### config.mk
export PLATFORM = sky130hd
export DESIGN_NAME = sliding_window_first_negative_core
export DESIGN_NICKNAME = d
export VERILOG_FILES = /design/src/hdl/swfn_pkg.sv /design/src/hdl/sliding_window_first_negative_core.sv /design/src/hdl/swfn_ram.sv /design/src/hdl/swfn_window.sv
export SDC_FILE = /design/constraint.sdc
export NUM_CORES = 2
export LEC_CHECK = 0
export BUFFER_PORTS_ARGS = -buffer_cell sky130_fd_sc_hd__buf_4
export CAP_MARGIN = 40
export CORE_MARGIN = 4
export CORE_UTILIZATION = 45
export CTS_BUF_LIST = sky130_fd_sc_hd__clkbuf_8
export DETAILED_ROUTE_END_ITERATION = 8
export PLACE_DENSITY_LB_ADDON = 0.12
export SLEW_MARGIN = 20
export SYNTH_ARGS = -nofsm -noshare
export SYNTH_HDL_FRONTEND = slang
export SYNTH_HIERARCHICAL = 1
export SYNTH_SLANG_ARGS = --single-unit
### constraint.sdc
create_clock -name clk -period 29.7 [get_ports clk]
set_clock_uncertainty 0.2 [all_clocks]
set_input_delay 5.94 -clock clk [delete_from_list [all_inputs] [get_ports clk]]
set_output_delay 5.94 -clock clk [all_outputs]
set_load 0.05 [all_outputs]
### src/hdl/swfn_pkg.sv
// ----------------------------------------------------------------------------
// swfn_pkg: shared types for the sliding window first negative block
// Holds the FIFO entry layout and the structs passed between the top level
// and the window engine.
// ----------------------------------------------------------------------------
`default_nettype none

package swfn_pkg;

  localparam int OUT_W = 32;
  localparam int POS_W = 16;
  localparam int CFG_W = 7;

  typedef struct packed {
    logic [OUT_W-1:0] value;
    logic [POS_W-1:0] pos;
  } swfn_entry_t;

  typedef struct packed {
    logic             go;
    logic             sos;
    logic             neg;
    logic [OUT_W-1:0] value;
  } swfn_step_t;

  typedef struct packed {
    logic             emit;
    logic [OUT_W-1:0] value;
  } swfn_result_t;

endpackage

`default_nettype wire

### src/hdl/sliding_window_first_negative_core.sv
// ----------------------------------------------------------------------------
// sliding_window_first_negative_core: oldest negative sample in a window
// Input samples arrive on a valid/ready channel with a start of sequence
// flag. Once window_size samples of the current sequence have been taken,
// each input transaction produces one output transaction carrying the
// oldest negative sample of the last window_size samples, or zero.
// Shorter sequences produce no output.
// The user must write the window size via cfg_write_en and cfg_write_data
// only while the block is idle; this is not enforced. Zero acts as one and
// values above MAX_WINDOW saturate. An accepted transaction waits in the
// input register until the output register can take its result. The block
// takes one transaction per cycle while the receiver does not stall, set by
// the single pass through the registered FIFO front and the RAM prefetch
// of the third entry. When the receiver stalls, the output register holds
// its result and in_ready drops once the input register is full.
// Reset empties the FIFO, clears the counters and sets the window size to 1.
// The FIFO RAM needs no clearing; entries are used only after being written.
// ----------------------------------------------------------------------------
`default_nettype none

module sliding_window_first_negative_core
  import swfn_pkg::*;
#(
  parameter int MAX_WINDOW  = 64,
  parameter int SAMPLE_BITS = 32
) (
  input  wire logic                    clk,
  input  wire logic                    rst_n,
  input  wire logic                    in_valid,
  output logic                         in_ready,
  input  wire logic signed [OUT_W-1:0] in_sample,
  input  wire logic                    in_start_of_sequence,
  output logic                         out_valid,
  input  wire logic                    out_ready,
  output logic signed [OUT_W-1:0]      out_first_negative,
  input  wire logic                    cfg_write_en,
  input  wire logic [CFG_W-1:0]        cfg_write_data
);

  localparam int CNT_W = $clog2(MAX_WINDOW + 1);

  logic                    s1_valid_r;
  logic signed [OUT_W-1:0] s1_sample_r;
  logic                    s1_sos_r;
  logic                    s1_go;
  logic [CFG_W-1:0]        window_size_r;
  logic [CNT_W-1:0]        window;
  logic                    out_valid_r;
  logic [OUT_W-1:0]        out_data_r;

  logic signed [SAMPLE_BITS-1:0] smp;
  swfn_step_t                    step;
  swfn_result_t                  result;

  assign s1_go    = s1_valid_r && (!out_valid_r || out_ready);
  assign in_ready = !s1_valid_r || s1_go;

  always_comb begin
    if (window_size_r == '0) begin
      window = CNT_W'(1);
    end else if (32'(window_size_r) > MAX_WINDOW) begin
      window = CNT_W'(MAX_WINDOW);
    end else begin
      window = CNT_W'(window_size_r);
    end
  end

  always_comb begin
    smp        = SAMPLE_BITS'(s1_sample_r);
    step.go    = s1_go;
    step.sos   = s1_sos_r;
    step.neg   = smp[SAMPLE_BITS-1];
    step.value = OUT_W'(smp);
  end

  swfn_window #(
    .MAX_WINDOW (MAX_WINDOW)
  ) u_window (
    .clk    (clk),
    .rst_n  (rst_n),
    .step   (step),
    .window (window),
    .result (result)
  );

  always_ff @(posedge clk) begin
    if (!rst_n) begin
      s1_valid_r    <= 1'b0;
      out_valid_r   <= 1'b0;
      window_size_r <= CFG_W'(1);
    end else begin
      if (in_ready) begin
        s1_valid_r <= in_valid;
      end
      if (s1_go) begin
        out_valid_r <= result.emit;
      end else if (out_ready) begin
        out_valid_r <= 1'b0;
      end
      if (cfg_write_en) begin
        window_size_r <= cfg_write_data;
      end
    end
  end

  always_ff @(posedge clk) begin
    if (in_valid && in_ready) begin
      s1_sample_r <= in_sample;
      s1_sos_r    <= in_start_of_sequence;
    end
    if (s1_go && result.emit) begin
      out_data_r <= result.value;
    end
  end

  assign out_valid          = out_valid_r;
  assign out_first_negative = out_data_r;

endmodule

`default_nettype wire

### src/hdl/swfn_ram.sv
// ----------------------------------------------------------------------------
// swfn_ram: generic simple dual port RAM
// One write port and one read port with a registered, enabled read.
// ----------------------------------------------------------------------------
`default_nettype none

module swfn_ram #(
  parameter int WIDTH = 48,
  parameter int DEPTH = 64,
  localparam int ADDR_W = (DEPTH > 1) ? $clog2(DEPTH) : 1
) (
  input  wire logic                  clk,
  input  wire logic                  we,
  input  wire logic [ADDR_W-1:0]     waddr,
  input  wire logic [WIDTH-1:0]      wdata,
  input  wire logic                  re,
  input  wire logic [ADDR_W-1:0]     raddr,
  output logic      [WIDTH-1:0]      rdata
);

  logic [WIDTH-1:0] mem [DEPTH];

  always_ff @(posedge clk) begin
    if (we) begin
      mem[waddr] <= wdata;
    end
    if (re) begin
      rdata <= mem[raddr];
    end
  end

endmodule

`default_nettype wire

### src/hdl/swfn_window.sv
// ----------------------------------------------------------------------------
// swfn_window: negative sample FIFO and window bookkeeping
// Keeps the first two FIFO entries in registers and prefetches the third
// from the RAM so that one expire or drop per transaction needs no stall.
// ----------------------------------------------------------------------------
`default_nettype none

module swfn_window
  import swfn_pkg::*;
#(
  parameter int MAX_WINDOW = 64,
  localparam int IDX_W = (MAX_WINDOW > 1) ? $clog2(MAX_WINDOW) : 1,
  localparam int CNT_W = $clog2(MAX_WINDOW + 1)
) (
  input  wire logic               clk,
  input  wire logic               rst_n,
  input  wire swfn_step_t         step,
  input  wire logic [CNT_W-1:0]   window,
  output swfn_result_t            result
);

  function automatic logic [IDX_W-1:0] inc(input logic [IDX_W-1:0] i);
    return (i == IDX_W'(MAX_WINDOW - 1)) ? '0 : i + IDX_W'(1);
  endfunction

  logic [IDX_W-1:0] head_r, head_nxt, tail_r, tail_nxt;
  logic [CNT_W-1:0] count_r, count_nxt, seen_r, seen_nxt;
  logic [POS_W-1:0] pos_r, pos_nxt;
  swfn_entry_t      f0_r, f0_nxt, f1_r, f1_nxt, byp_r, byp_nxt;
  logic             use_byp_r, use_byp_nxt;

  logic [IDX_W-1:0] head_e, tail_e, rd_addr;
  logic [CNT_W-1:0] count_e, seen_e, cpop;
  logic [POS_W-1:0] pos_e, age;
  logic             expire, full_drop, pop;
  swfn_entry_t      push_e, third, sh0, sh1;
  logic [$bits(swfn_entry_t)-1:0] rd_data;

  always_comb begin
    head_e  = step.sos ? '0 : head_r;
    tail_e  = step.sos ? '0 : tail_r;
    count_e = step.sos ? '0 : count_r;
    seen_e  = step.sos ? '0 : seen_r;
    pos_e   = step.sos ? '0 : pos_r;

    age       = pos_e - f0_r.pos;
    expire    = (count_e != '0) && (age >= POS_W'(window));
    full_drop = step.neg && !expire && (count_e == CNT_W'(MAX_WINDOW));
    pop       = expire || full_drop;
    cpop      = count_e - CNT_W'(pop);

    push_e.value = step.value;
    push_e.pos   = pos_e;

    third = use_byp_r ? byp_r : swfn_entry_t'(rd_data);
    sh0   = pop ? f1_r : f0_r;
    sh1   = pop ? third : f1_r;

    f0_nxt      = (cpop == CNT_W'(0)) ? push_e : sh0;
    f1_nxt      = (cpop == CNT_W'(1)) ? push_e : sh1;
    head_nxt    = pop ? inc(head_e) : head_e;
    rd_addr     = inc(inc(head_nxt));
    byp_nxt     = push_e;
    use_byp_nxt = step.neg && (cpop == CNT_W'(2));
    tail_nxt    = step.neg ? inc(tail_e) : tail_e;
    count_nxt   = cpop + CNT_W'(step.neg);
    seen_nxt    = (seen_e < window) ? seen_e + CNT_W'(1) : seen_e;
    pos_nxt     = pos_e + POS_W'(1);

    result.emit  = (seen_nxt >= window);
    result.value = (count_nxt != '0) ? f0_nxt.value : '0;
  end

  swfn_ram #(
    .WIDTH ($bits(swfn_entry_t)),
    .DEPTH (MAX_WINDOW)
  ) u_ram (
    .clk   (clk),
    .we    (step.go && step.neg),
    .waddr (tail_e),
    .wdata (push_e),
    .re    (step.go),
    .raddr (rd_addr),
    .rdata (rd_data)
  );

  always_ff @(posedge clk) begin
    if (!rst_n) begin
      head_r    <= '0;
      tail_r    <= '0;
      count_r   <= '0;
      seen_r    <= '0;
      pos_r     <= '0;
      use_byp_r <= 1'b0;
    end else if (step.go) begin
      head_r    <= head_nxt;
      tail_r    <= tail_nxt;
      count_r   <= count_nxt;
      seen_r    <= seen_nxt;
      pos_r     <= pos_nxt;
      use_byp_r <= use_byp_nxt;
    end
  end

  always_ff @(posedge clk) begin
    if (step.go) begin
      f0_r  <= f0_nxt;
      f1_r  <= f1_nxt;
      byp_r <= byp_nxt;
    end
  end

endmodule

`default_nettype wire
; ---- Word level (Yosys, flattened, before mapping)
; Memory sizes are Yosys's and may differ from the RTL's. A register that Yosys moved wholly into a read port is not among the register bits.
; Cells that the tools add are included.
[classes]
n_eq_ne = 7
n_reduce_logical = 23
magnitude_cmp = 4
n_addsub = 9
n_mux = 23
[ops]
columns = operator, n
row1 = $mux W48, 5
row2 = $mux W6, 8
row3 = $mux W7, 5
row4 = $add A6 B1 Y6 const B, 4
row5 = $eq A6 B6 Y1 const B, 4
row6 = $add A16 B1 Y16 const B, 1
row7 = $ge A16 B7 Y1, 1
row8 = $mux W16, 1
row9 = $sub A16 B16 Y16, 1
row10 = $logic_not A7 Y1, 2
row11 = $reduce_bool A7 Y1, 2
row12 = $logic_and A1 B1 Y1, 8
row13 = $add A7 B1 Y7, 1
row14 = $add A7 B1 Y7 const B, 1
row15 = $eq A7 B1 Y1 const B, 1
row16 = $eq A7 B2 Y1 const B, 1
row17 = $eq A7 B7 Y1 const B, 1
row18 = $ge A7 B7 Y1, 1
row19 = $gt A7 B7 Y1 const B, 1
row20 = $lt A7 B7 Y1, 1
row21 = $sub A7 B1 Y7, 1
row22 = $reduce_bool A2 Y1, 3
row23 = $mux W1, 4
row24 = $reduce_and A2 Y1, 2
row25 = 2 further kinds, 6
[word_totals]
ram_bits = 3072
input_bits = 45
ff_bits = 261
n_memories = 1
[mem_list]
columns = name, depth, word_bits, read_ports, rd_clocked_by_memory_dff, wr, line_no
row1 = u_window.u_ram.mem, 64, 48, 1, 1, 1, swfn_ram.sv:21  ; logic [WIDTH-1:0] mem [DEPTH];

; ---- Longest topological paths before layout
[logic_depth]
ltp_word = 14
depth_mapped = 42
mapped_depth_nobuf = 33

; ---- Cells and area by module
; Netlist, hierarchy kept.
[by_module_without_submodules]
columns = mod, n_inst, area_per_inst_um2, cells_per_inst
row1 = swfn_ram, 1, 117597.8, 4970
row2 = swfn_window, 1, 11094.4, 1130
row3 = sliding_window_first_negative_core, 1, 2367.3, 107

; ---- Least setup slack after synthesis
; Ideal clock, no wire load.
[synth_path]
path_kind = input -> register
startpoint = input out_ready
endpoint = memory u_window.u_ram.mem[49][0] (enable)
stages = 8
setup_time_ns = 0.513
arrival_ns = 13.465
path_slack_ns = 15.522
path_buffers = 2
t_required_ns = 28.987
cell_sequence = nand2b_1 and2_1 clkbuf_1 and2_1 clkbuf_1 nor2b_1 nand4_1 nor3_1
[synth_between]
elab_chain_len = 5
[synth_rtl]
columns = element, line_no
row1 = from (decl), sliding_window_first_negative_core.sv:34  ; input wire logic out_ready,
row2 = $logic_or A1 B1 Y1, sliding_window_first_negative_core.sv:55  ; assign s1_go = s1_valid_r && (!out_valid_r || out_ready);
row3 = $logic_and A1 B1 Y1, sliding_window_first_negative_core.sv:55
row4 = named net s1_go, sliding_window_first_negative_core.sv:45  ; logic s1_go;
row5 = $logic_and A1 B1 Y1, swfn_window.sv:79  ; .we (step.go && step.neg),
row6 = $mux W1, swfn_ram.sv:24  ; if (we) begin
row7 = $mux W1 (implied by the code), swfn_ram.sv:25  ; mem[waddr] <= wdata;
row8 = to (decl), swfn_ram.sv:21
; The timed path passes the listed nets, and every way through them passes these cells.

; ---- Final worst setup path
[layout_path]
startpoint = input out_ready
endpoint = output in_ready
[layout_between]
elab_chain_len = 3
[layout_rtl]
columns = element, line_no
row1 = $logic_or A1 B1 Y1, sliding_window_first_negative_core.sv:55
row2 = $logic_and A1 B1 Y1, sliding_window_first_negative_core.sv:55
row3 = $logic_or A1 B1 Y1, sliding_window_first_negative_core.sv:56  ; assign in_ready = !s1_valid_r || s1_go;
row4 = to (decl), sliding_window_first_negative_core.sv:30  ; output logic in_ready,
; Every way passes these cells.

==> out/qor.csv <==
stage;metric;value;unit
run_status;status;finished clean;
drt;drt-vias-per-instance;6.10;
worst_setup_path;crit_family;buffers and inverters;
clock_network;cts.reportedPaths.clkPinSlew;0.05;ns
sta;rsz0062_at_grt;no;
worst_setup_path;worstSetupPathType;primary input to output port;
worst_setup_path;crit_fanout;3;
drt;wl_per_cell;34.2;um
global_route;grt_max_degree;101;
floorplanning;die_area;300000;um2
worst_setup_path;end_kind;output port;
synthesis;synth_cell_types;92;
sta;period_needed;12.59;ns
sta;slew_headroom;35.9;%
floorplanning;initial_core_util;45.4;%
floorplanning;die_w;548;um
sta;max_freq;79.4;MHz
synthesis;synth-edff-count;3329;
global_route;grt_pass1_wl;532;mm
synthesis;ys_warn_count;6;
clock_network;h-tree-depth;6;
synthesis;netlist_top_cells_count;edfxtp_1 (3329), mux4_2 (754), nor2_1 (278), a21oi_1 (187), mux2i_1 (166);
sta;worst_pin_slew;0.962;ns
power;powerDensity;70.0;nW/um2
placed_design;port_buffers;78;
synthesis;avgSynthCellArea;21.1;um2
synthesis;syn_area;131000;um2
synthesis;synthCells;6207;
synthesis;synth_top_area_share;76.3;%
worst_setup_path;crit_path_start;out_ready;
power;leakagePower;0.0486;uW
worst_setup_path;cp_cell_sequence;buf_4 -> nand3b_1 -> buf_4;
worst_setup_path;path_common_cell;buf_4;
min_path;hp-class;register to register;
worst_setup_path;rr_startpoint;s1_sos_r$_DFFE_PP_;
final_layout;layout-drive-gt1-share;27.3;%
synthesis;synth_top_area_cell;edfxtp_1;
worst_setup_path;start_kind;primary input;
synthesis;synth.yosys.seq_area_share;77.1;%
worst_setup_path;crit_required;23.56;ns
worst_setup_path;worst-path-buf-inv;2;
floorplanning;rows;197;
placed_design;dp_hpwl;212;mm
global_route;grt-ovfl-total;0;
synthesis;syn_nets;6295;
final_layout;fin_nets;6916;
job;max-cap-violations;0;
sta;finalHoldViolations;0;
drt;ant_nets;0;
sta;setup_tns;0;ns
sta;finalCritPeriodShare;42.4;%
drt;firstDrtPassIters;5;
global_route;grt.total_usage;25.0;%
clock_network;clockBufferDepth;4;
power;worst_ir_drop_vdd;0.0430;mV
clock_network;root_buffer;clkbuf_8;
synthesis;async_flop_share;0;%
synthesis;synth_flop_cell;edfxtp_1;
global_route;antenna_found_initial;9;
placed_design;place_congestion;0.792;
clock_network;cts_setup_buffers;0;
sta;setup_violations;0;
sta;slew_viol_final;0;
worst_setup_path;slowest_delay;0.22;ns
drt;dr.first_iter.drc_count;7807;
clock_network;cts_resized;0;
floorplanning;core_area;289000;um2
floorplanning;die_h;548;um
final_layout;area_growth;13.8;%
drt;drc_errors;0;
synthesis;ys_ff_latch;3381;
worst_setup_path;cp.arrival;6.45;ns
floorplanning;io_pins;79;
drt;vias;67870;
synthesis;yosysMostFrequentCell;edfxtp_1;
worst_setup_path;endpoint;in_ready;
clock_network;cts_buffers;567;
synthesis;yosys-top-cells-area;edfxtp_1 (76%), mux4_2 (13%), mux2i_1 (1.3%);
drt;wirelength;380;mm
global_route;first_global_vias;68840;
worst_setup_path;r2r_cells;36;
worst_setup_path;reg2reg_to;u_window/u_ram/rdata[27]$_DFFE_PP_;
worst_setup_path;crit_cells;3;
clock_network;hold_buffers;0;
clock_network;clock_latency;1.16;ns
worst_setup_path;rrSetupSlack;18.38;ns
final_layout;final_core_utilization;51.6;%
clock_network;cts_tree;built;
clock_network;clkSinkCount;3381;
worst_setup_path;crit_path_top_delay_cell;buf_4;
==> tightest hold or removal path, cell delays in order, from the launching register on <==
cell,delay (ns)
dfxtp_1,0.31
a21oi_1,0.06
nor2_1,0.07
==> how the worst min path moves through the flow <==
stage	start	endpoint	slack, ns	depth (start not counted)
after global placement	u_window/tail_r[2]$_SDFFE_PN0P_	u_window/tail_r[2]$_SDFFE_PN0P_	0.26	2
after CTS	u_window/tail_r[0]$_SDFFE_PN0P_	u_window/tail_r[0]$_SDFFE_PN0P_	0.28	2
after floorplan	window_size_r[0]$_SDFFE_PN1P_	window_size_r[0]$_SDFFE_PN1P_	0.24	2
after detailed placement	u_window/tail_r[0]$_SDFFE_PN0P_	u_window/tail_r[0]$_SDFFE_PN0P_	0.27	2
final	u_window/tail_r[0]$_SDFFE_PN0P_	u_window/tail_r[0]$_SDFFE_PN0P_	0.28	2
after global routing	u_window/seen_r[6]$_SDFFE_PN0P_	u_window/seen_r[6]$_SDFFE_PN0P_	0.30	2
==> per-stage QoR <==
stage	hold slack, ns	setup slack (ns)	cells	total power, uW	instance area (um2)
final	0.277	17.11	11119	10400	149000
after global routing	0.303	17.06	11115	10800	149000
after CTS	0.280	17.10	11098	10500	149000
after detailed placement	0.267	17.11	10123	6820	139000
after global placement	0.260	17.12	10042	6800	137000
after floorplan	0.241	15.52	6207	6390	131000
==> layer usage <==
metal	share of wire (%)	wire length (um)	GRT usage, %
met5	0	0	0
met4	2.9	11100	7.48
met3	7.3	27800	4.29
met2	48	184000	40.3
met1	41	157000	35.4
==> cells in the final DEF, fill, tap and decap left out, types with 15 or more instances in the layout <==
cell,netlist,final
inv_1,50,246
edfxtp_1,3329,3329
inv_6,0,15
buf_16,0,37
nor2_4,0,65
nand2_1,133,130
xnor2_1,27,25
mux4_2,754,754
clkbuf_8,0,579
a221oi_1,83,83
clkinv_2,0,23
buf_12,0,37
o221ai_1,28,28
ha_1,42,42
o21ai_0,34,34
nand2b_1,24,21
nand3_1,52,52
o22ai_1,123,123
a211oi_1,41,39
buf_4,63,301
nor2_1,278,212
nor2b_1,106,90
a22oi_1,76,75
dfxtp_1,52,51
mux2i_1,166,166
a21oi_1,187,187
a22o_1,58,58
clkinv_1,2,118
==> state kept, by name, summed over array words and instances (netlist names), 16 cells and up <==
register	count
out_first_negative	32
s1_sample_r	32
u_window/byp_r	48
u_window/f0_r	48
u_window/f1_r	48
u_window/pos_r	16
u_window/u_ram/mem	3072
u_window/u_ram/rdata	48
==> final cells by class <==
| type | instances | area, um2 |
|---|---|---|
| fillers | 23093 | 140000 |
| clock inverters | 396 | 2020 |
| clock buffers | 579 | 7970 |
| diodes | 5 | 12.5 |
| inverters | 56 | 213 |
| well taps | 3880 | 4850 |
| multi-input cells | 2429 | 28800 |
| flip-flops and latches | 3381 | 101000 |
| repair buffers | 393 | 4250 |
==> cell families (layout without fill, tap and decap cells) <==
kind of cell    after synthesis  in the layout  share of synthesized area (%)
xor+xnor                     38             38                          0.254
fa+ha+maj                    43             43                          0.416
simple gates                693            693                           2.55
other cells                   0              5                              0
mux                         937            937                           14.4
compound gates              718            718                           3.85
flops                      3381           3381                           77.1
buf+inv                     397           1424                           1.48
==> report_power, final <==
| part | total (uW) | internal (uW) | switching, uW |
|---|---|---|---|
| logic | 1390 | 587 | 806 |
| registers | 5310 | 5290 | 21.4 |
| clock network | 3730 | 1860 | 1870 |
| total | 10400 | 7740 | 2700 |
Power figures use the tool's default switching activity.
